`src/rtl/assert_macros.svh`:
```
// Assertion macros shared by the RTL of the text overlay block.
// Define NO_ASSERTIONS to compile every check out.
`ifndef ASSERT_MACROS_SVH
`define ASSERT_MACROS_SVH
`ifndef NO_ASSERTIONS
// Same-cycle implication, held off while reset is low.
`define ASSERT_IMPLIES(label, clk, rst_n, ante, cons) \
  label: assert property (@(posedge clk) disable iff (!rst_n) (ante) |-> (cons)) \
    else $error("assertion failed: same-cycle implication");
// Next-cycle implication, held off while reset is low.
`define ASSERT_NEXT(label, clk, rst_n, ante, cons) \
  label: assert property (@(posedge clk) disable iff (!rst_n) (ante) |=> (cons)) \
    else $error("assertion failed: next-cycle implication");
`else
`define ASSERT_IMPLIES(label, clk, rst_n, ante, cons)
`define ASSERT_NEXT(label, clk, rst_n, ante, cons)
`endif
`endif

```
`src/rtl/tog_ram.sv`:
```
// Generic single-port-write, single-port-read RAM with a registered read.
// No dependencies; the contents are undefined until written.
`default_nettype none

module tog_ram #(
  parameter int WIDTH = 8,
  parameter int DEPTH = 16,
  localparam int ADDR_W = $clog2(DEPTH)
) (
  input  wire logic              clk,
  input  wire logic              we,
  input  wire logic [ADDR_W-1:0] waddr,
  input  wire logic [WIDTH-1:0]  wdata,
  input  wire logic [ADDR_W-1:0] raddr,
  output logic      [WIDTH-1:0]  rdata
);

  logic [WIDTH-1:0] mem_r [DEPTH];
  logic [WIDTH-1:0] rdata_r;

  // A read and a write to the same address in one cycle return the old word.
  always_ff @(posedge clk) begin
    if (we) begin
      mem_r[waddr] <= wdata;
    end
    rdata_r <= mem_r[raddr];
  end

  assign rdata = rdata_r;

endmodule

`default_nettype wire

```
`config.mk`:
```
export PLATFORM = sky130hd
export DESIGN_NAME = tog_ram
export DESIGN_NICKNAME = d
export VERILOG_FILES = /design/src/rtl/assert_macros.svh /design/src/rtl/tog_ram.sv
export SDC_FILE = /design/constraint.sdc
export NUM_CORES = 1
export LEC_CHECK = 0
export CAP_MARGIN = 20
export CORE_ASPECT_RATIO = 0.7
export CORE_UTILIZATION = 55
export DETAILED_ROUTE_END_ITERATION = 8
export DONT_BUFFER_PORTS = 1
export PLACE_DENSITY = 0.75
export SETUP_SLACK_MARGIN = 0.1
export SYNTH_ARGS = -nofsm -noshare
export SYNTH_HDL_FRONTEND = slang
export SYNTH_SLANG_ARGS = --single-unit
export TNS_END_PERCENT = 10
```
`constraint.sdc`:
```
create_clock -name clk -period 2.25 [get_ports clk]
set_input_delay 0.225 -clock clk [delete_from_list [all_inputs] [get_ports clk]]
set_output_delay 0.225 -clock clk [all_outputs]
set_load 0.02 [all_outputs]
```
==> After elaboration in Yosys (flattened, before gate mapping) <==
Memory sizes are Yosys's and may differ from the RTL's. A register that Yosys moved wholly into a read port is not among the register bits.
Index checks and enable logic that the tools add are counted.
{ "word_totals": {"register_bits": 0, "ram_bits": 128, "input_bits": 18, "output_inout_bits": 8, "wordCells": 3, "mem_count": 1} }
{ "classes": {"mux": 2} }
{ "mem_list": {"columns": ["name", "depth", "word_bits", "rd", "rd_clocked_by_memory_dff", "wr", "line_no", "source"], "rows": [
  ["mem_r", 16, 8, 1, 1, 1, "tog_ram.sv:18", "logic [WIDTH-1:0] mem_r [DEPTH];"]
]} }
{ "op_table": {"columns": ["op", "n"], "rows": [
  ["$mux W1", 2]
]} }

==> Longest topological paths before layout <==
Gate-level depths: netlist of the first run.
{ "logic_depth": {"word_depth": 2, "depth_mapped": 5, "mapped_depth_nobuf": 3} }

==> Worst setup path after synthesis of the first run <==
No wires, ideal clock.
{ "synth_path": {"path_kind": "in2reg", "start": "input waddr[2]", "end": "memory mem_r[0][0], enable pin", "setup_time_ns": 0.383, "arrival_time_ns": 1.335, "t_required_ns": 1.867, "setup_slack_ns": 0.532, "cell_stages": 2, "path_buffers": 0, "cell_sequence": "or3b_2 nor3_1"} }
{ "synth_rtl": {"columns": ["item", "line_no", "source"], "rows": [
  ["from (decl)", "tog_ram.sv:12", "input wire logic [ADDR_W-1:0] waddr,"],
  ["to (decl)", "tog_ram.sv:18", null]
]} }
Straight into the memory's write port.

==> results of run 1 <==
registers in the layout, summed over array words and instances, names as in the netlist:
signal and flops:
rdata 8, mem_r 128
final timing paths:
check             end  slack [ns]          from  depth (start not counted)
max reg2reg  rdata[4]        0.83   mem_r[9][4]                          3
min reg2reg  rdata[2]        0.69  mem_r[10][2]                          3
max          rdata[4]        0.83   mem_r[9][4]                          3
min          rdata[2]        0.12      raddr[1]                          3
layer usage:
metal | part of all wire | wire (um) | vias to the layer above | GRT usage
met3 | 0.093 | 942 | 11 | 0.0618
li1 | - | - | 1036 | -
met4 | 0.011 | 112 | 0 | 0.0699
met2 | 0.45 | 4600 | 110 | 0.337
met1 | 0.44 | 4490 | 1230 | 0.346
met5 | 0 | 0 | - | 0
cell type report:
class / instances / share of cell area
clock buffer: 24 / 0.0823
clock inverter: 8 / 0.0157
multi-input combinational: 83 / 0.177
sequential: 136 / 0.670
tap: 124 / 0.0260
timing repair buffer: 20 / 0.0285
critical path, stage by stage, from the launching register on:
cell and delay [ns]:
edfxtp_1 0.35, mux4_1 0.51, a22oi_1 0.29, nand2_1 0.13
cell usage after synthesis:
library cell,number,area share
nand2_1,9,0.0066
mux4_1,14,0.071
buf_4,1,0.0015
a22oi_1,16,0.023
nand2b_1,2,0.0024
nand3b_1,2,0.0029
edfxtp_1,128,0.75
buf_6,3,0.0066
nand3_1,1,0.00097
nor2_1,13,0.0095
or3b_2,1,0.0017
mux4_2,18,0.079
nor3_1,4,0.0039
dfxtp_1,8,0.031
and2_1,1,0.0012
buf_2,3,0.0029
clkdlybuf4s25_2,3,0.0058
and2b_1,1,0.0015
nor2b_1,1,0.0012
metrics by stage:
step | utilization | cells | hold slack [ns] | total power, W
6_report | 0.658 | 395 | 0.120 | 0.00577
3_3_place_gp | 0.585 | 355 | 0.325 | 0.00308
2_1_floorplan | - | 229 | 0.324 | 0.00306
5_1_grt | 0.658 | 395 | 0.126 | 0.00593
4_1_cts | 0.658 | 395 | 0.109 | 0.00580
3_5_place_dp | 0.585 | 355 | 0.325 | 0.00308
cells in the final DEF, fill, tap and decap left out, drive strengths merged:
| cell type | n |
|---|---|
| and2b | 1 |
| nand3b | 2 |
| or3b | 1 |
| mux4 | 32 |
| and2 | 1 |
| buf | 12 |
| nor2b | 1 |
| nand2b | 2 |
| a22oi | 16 |
| nor2 | 13 |
| bufinv | 2 |
| nand3 | 1 |
| edfxtp | 128 |
| nand2 | 9 |
| nor3 | 4 |
| dlygate4sd3 | 8 |
| clkinv | 6 |
| dfxtp | 8 |
| clkbuf | 24 |
cell families (layout without fill, tap and decap cells):
group | Yosys count | after routing
AOI/OAI and AO/OA | 16 | 16
buffers and inverters | 10 | 52
DFF | 136 | 136
muxes | 32 | 32
and+or+nand+nor | 35 | 35
report_power, final:
group | leakage [nW] | internal (W) | switching [W]
combinational | 0.468 | 0.0000937 | 0.000112
clock | 0.294 | 0.00174 | 0.000953
sequential | 1.22 | 0.00284 | 0.0000387
repair_timing:
item / CTS / global route
hold endpoints to repair: 128 / 0
setup buffers: 0 / 0
hold buffers: 8 / 0
==> metrics.md, run 1 <==
| Metric | Value |
|---|---|
| Status | `completed` |
| Synth warn | `0` |
| Startpoint Class | `flip-flop` |
| Final hold violations | `0` |
| Unrepaired setup endpoints after global routing | `no` |
| Minimum clock period | `1.42 ns` |
| Initial Util | `0.567` |
| Via count | `2,387` |
| Reg clk slew, reported paths | `0.06 ns` |
| Core area | `9070 um2` |
| WS Path Type | `reg2reg` |
| Main combinational cell family by area after synthesis | `multiplexers` |
| 1st-iter DRT viols | `353` |
| Post-route DRC | `0` |
| Share of cells above drive strength 1 | `0.221` |
| Routability cong. | `0.730` |
| Post-Layout Inst Area | `5970 um2` |
| Ant diodes | `0` |
| Clock sinks | `136` |
| Post-synthesis sequential area ratio | `0.778` |
| Simple-gate portion of the synthesized area | `0.0318` |
| Drt total wl | `10,100 um` |
| Routed Antenna Nets | `0` |
| Required time of the worst setup path | `2.52 ns` |
| Post-synthesis adder-cell area fraction | `0` |
| IO Count | `26` |
| Worst skew pair latency | `0.41 ns` |
| Chip Height | `82.9 um` |
| DRT Pass-1 Iters | `5` |
| Placed cell area | `5310 um2` |
| Setup crit end kind | `flip-flop` |
| Layout area overhead | `16.0%` |
| Max VDD drop | `0.649 mV` |
| Slew Limit Fails | `0` |
| Multi-input gate area | `1060 um2` |
| Setup TNS | `0 ns` |
| PortBufs | `0` |
| Maxcap violations | `0` |
| Die extent in x | `118 um` |
| CTS tree | `done` |
| Vias/cell | `6.04` |
| Via count of the first global-routing pass | `2,441` |
| Register Area | `4000 um2` |
| Initial antenna violation count | `0` |
| CP arrival | `1.69 ns` |
| Post-DP HPWL | `6090 um` |
| Cts repair resizes | `0` |
| Compound-Gate Fraction of Synth Area | `0.0233` |
| Routed length per instance | `25.7 um` |
| Grt ovf | `0` |
| Cell area after synthesis | `5150 um2` |
| Clock Skew | `0.00544 ns` |
| Maximum root-to-sink buffer count | `2` |
| Die area | `9760 um2` |
| Filler cells | `594` |
| Final Setup Violations | `0` |
| Power per standard cell area | `967 nW/um2` |
| Clk root buf | `clkbuf_16` |
| H-tree depth | `4` |
| Final worst setup slack | `0.829 ns` |
| Static Leakage | `1.99 nW` |
| Maximum clock frequency | `704 MHz` |
| Synth unique cells | `19` |
| Largest net degree at the start of global routing | `33` |
| Period utilization | `0.631` |
| Post-synthesis xor/xnor area fraction | `0` |
| Total GRT Usage | `0.231` |
| Actual slew at the worst max-slew pin | `0.775 ns` |
| Place WS | `0.746 ns` |
| Synth Net Count | `247` |
| HP Class | `in2reg` |
| Slew headroom | `0.482` |
| Gate Count Post-Synth | `229` |
| FF+latch count, synth | `136` |
| CP Max Fanout | `1` |
| Mean post-synth cell area | `22.5 um2` |
| First-pass GRT wire length | `15,400 um` |
| Post-synthesis mux area share | `0.150` |
| Num CTS Buffers | `17` |
| Fin nets | `276` |
| Row count | `29` |
Power figures use the tool's default switching activity.
==> run 2: changes to the inputs <==
==> constraint.sdc (replaced) <==
create_clock -name clk -period 1.5 [get_ports clk]
set_input_delay 0.15 -clock clk [delete_from_list [all_inputs] [get_ports clk]]
set_output_delay 0.15 -clock clk [all_outputs]
set_load 0.02 [all_outputs]
==> run 2 against run 1 <==
Non-clock buffer count increased by 10. Sequential cell count unchanged. Cell area is 1.0% higher. Utilization up 0.69 points. Maximum frequency rose by 7.3%. Hold slack worse by 0.086 ns. Count of clock-buffer cells in the layout is 4 lower. Routed wire length decreased by 4.7%. Die area stayed put. Critical endpoint is now rdata[3].
==> metrics.md, run 2 (synthesized netlist as in run 1, its figures left out) <==
| Metric | Value |
|---|---|
| H-tree depth | `4` |
| Setup bufs post-CTS | `0` |
| IO Count | `26` |
| Worst skew pair latency | `0.41 ns` |
| Total GRT Usage | `0.221` |
| Layout area overhead | `17.2%` |
| Via count | `2,395` |
| Switching share of total power | `0.189` |
| Setup crit end kind | `flip-flop` |
| Most frequent cells in the layout | `edfxtp_1 (128), buf_4 (22), mux4_2 (18), clkbuf_16 (17), a22oi_1 (16)` |
| Clk root buf | `clkbuf_16` |
| Slew headroom | `0.588` |
| PortBufs | `0` |
| Final Total Pwr | `0.00860 W` |
| Met1 Routed Length | `4130 um` |
| Routed length per instance | `23.9 um` |
| Core area | `9070 um2` |
| Via count of the first global-routing pass | `2,501` |
| Required time of the worst setup path | `1.79 ns` |
| Largest reg by FF count | `mem_r` |
| Ant diodes | `0` |
| Maxcap violations | `0` |
| 1st-iter DRT viols | `308` |
| Maximum root-to-sink buffer count | `2` |
| Final Setup Violations | `0` |
| CP arrival | `1.62 ns` |
| Post-Layout Inst Area | `6030 um2` |
| Post-DP HPWL | `5980 um` |
| Vias/cell | `5.93` |
| Status | `completed` |
| Max FFs per register | `128` |
| Largest net degree at the start of global routing | `33` |
| Slew Limit Fails | `0` |
| Initial antenna violation count | `0` |
| DRT Pass-1 Iters | `4` |
| First-pass GRT wire length | `15,000 um` |
| Commonest non-fill, non-tap cell in the layout | `edfxtp_1` |
| Clock power share | `0.463` |
| Met3 WL | `1080 um` |
| Routability cong. | `0.801` |
| Drt total wl | `9670 um` |
| Comb pwr share | `0.035` |
| Cell Chain, Critical Path | `mux4_1 > a22oi_1 > nand2_1` |
| Maximum clock frequency | `755 MHz` |
| Grt ovf | `0` |
| Final worst setup slack | `0.176 ns` |
| Row count | `29` |
| Placed cell area | `5390 um2` |
| CP Max Fanout | `1` |
| Filler cells | `573` |
| Internal power | `0.00697 W` |
| Actual slew at the worst max-slew pin | `0.616 ns` |
| Fin nets | `286` |
| Num CTS Buffers | `17` |
| Die extent in x | `118 um` |
| Minimum clock period | `1.32 ns` |
| CP max stage delay | `0.53 ns` |
| Power per standard cell area | `1430 nW/um2` |
| Setup TNS | `0 ns` |
| Place WS | `0.164 ns` |
| Part of the power in registers | `0.502` |
| Clock Skew | `0.00755 ns` |
| Max layer used | `met4` |
| Clock sinks | `136` |
| Fin util | `0.665` |
| Die area | `9760 um2` |
| WS Path Type | `reg2reg` |
| Period utilization | `0.883` |
| Unrepaired setup endpoints after global routing | `no` |
| Static Leakage | `2.02 nW` |
| Routed length on met2 | `4420 um` |
| CTS tree | `done` |
| Post-route DRC | `0` |
| Routed Antenna Nets | `0` |
| Chip Height | `82.9 um` |
| Startpoint Class | `flip-flop` |
| Psw | `0.00163 W` |
| Share of cells above drive strength 1 | `0.236` |
| Final hold violations | `0` |
| Max VDD drop | `1.04 mV` |
| Initial Util | `0.567` |
| Crit-path slowest cell | `mux4_1` |
| Reg clk slew, reported paths | `0.06 ns` |
| HP Class | `in2reg` |
-- run 2: through the flow --
step / std cells / hold WS [ns]
5_1_grt: 404 / 0.0494
3_3_place_gp: 365 / 0.250
4_1_cts: 404 / 0.0136
6_report: 404 / 0.0340
3_5_place_dp: 365 / 0.250
2_1_floorplan: 229 / 0.249
-- run 2: worst max-delay path: cells and delay by family (launching register included) --
kind | cells | cell delay (ns)
muxes | 1 | 0.53
DFF | 1 | 0.35
AOI/OAI and AO/OA | 1 | 0.26
and+or+nand+nor | 1 | 0.07
-- run 2: routing by layer --
metal | global-route usage | up-vias
met2 | 0.315 | 133
li1 | - | 1048
met3 | 0.0721 | 4
met5 | 0 | -
met4 | 0.0688 | 0
met1 | 0.328 | 1210
-- run 2: power groups by stage --
stage | clock, W | combinational [W] | sequential [W]
after global routing | 0.00422 | 0.000323 | 0.00432
final | 0.00398 | 0.000299 | 0.00432
after floorplan | 0 | 0.000216 | 0.00438
after detailed placement | 0 | 0.000235 | 0.00440
after CTS | 0.00403 | 0.000301 | 0.00432
after global placement | 0 | 0.000233 | 0.00439
-- run 2: layout make-up --
cell class,instances,area [um2],share of cell area
multi-input combinational,83,1060,0.176
clock inverter,11,131,0.0218
sequential,136,4000,0.663
clock buffer,20,437,0.0724
tap,124,155,0.0257
timing repair buffer,30,245,0.0406
-- run 2: timing repair --
item,CTS,global route
hold endpoints to repair,128,0
resized for setup,0,0
hold buffers,8,0
-- run 2: path summary, 6_finish.rpt --
kind                from        to  depth (start not counted)  slack [ns]
min             raddr[1]  rdata[1]                          3        0.03
max reg2reg  mem_r[9][3]  rdata[3]                          3        0.18
max          mem_r[9][3]  rdata[3]                          3        0.18
min reg2reg  mem_r[4][2]  rdata[2]                          3        0.67
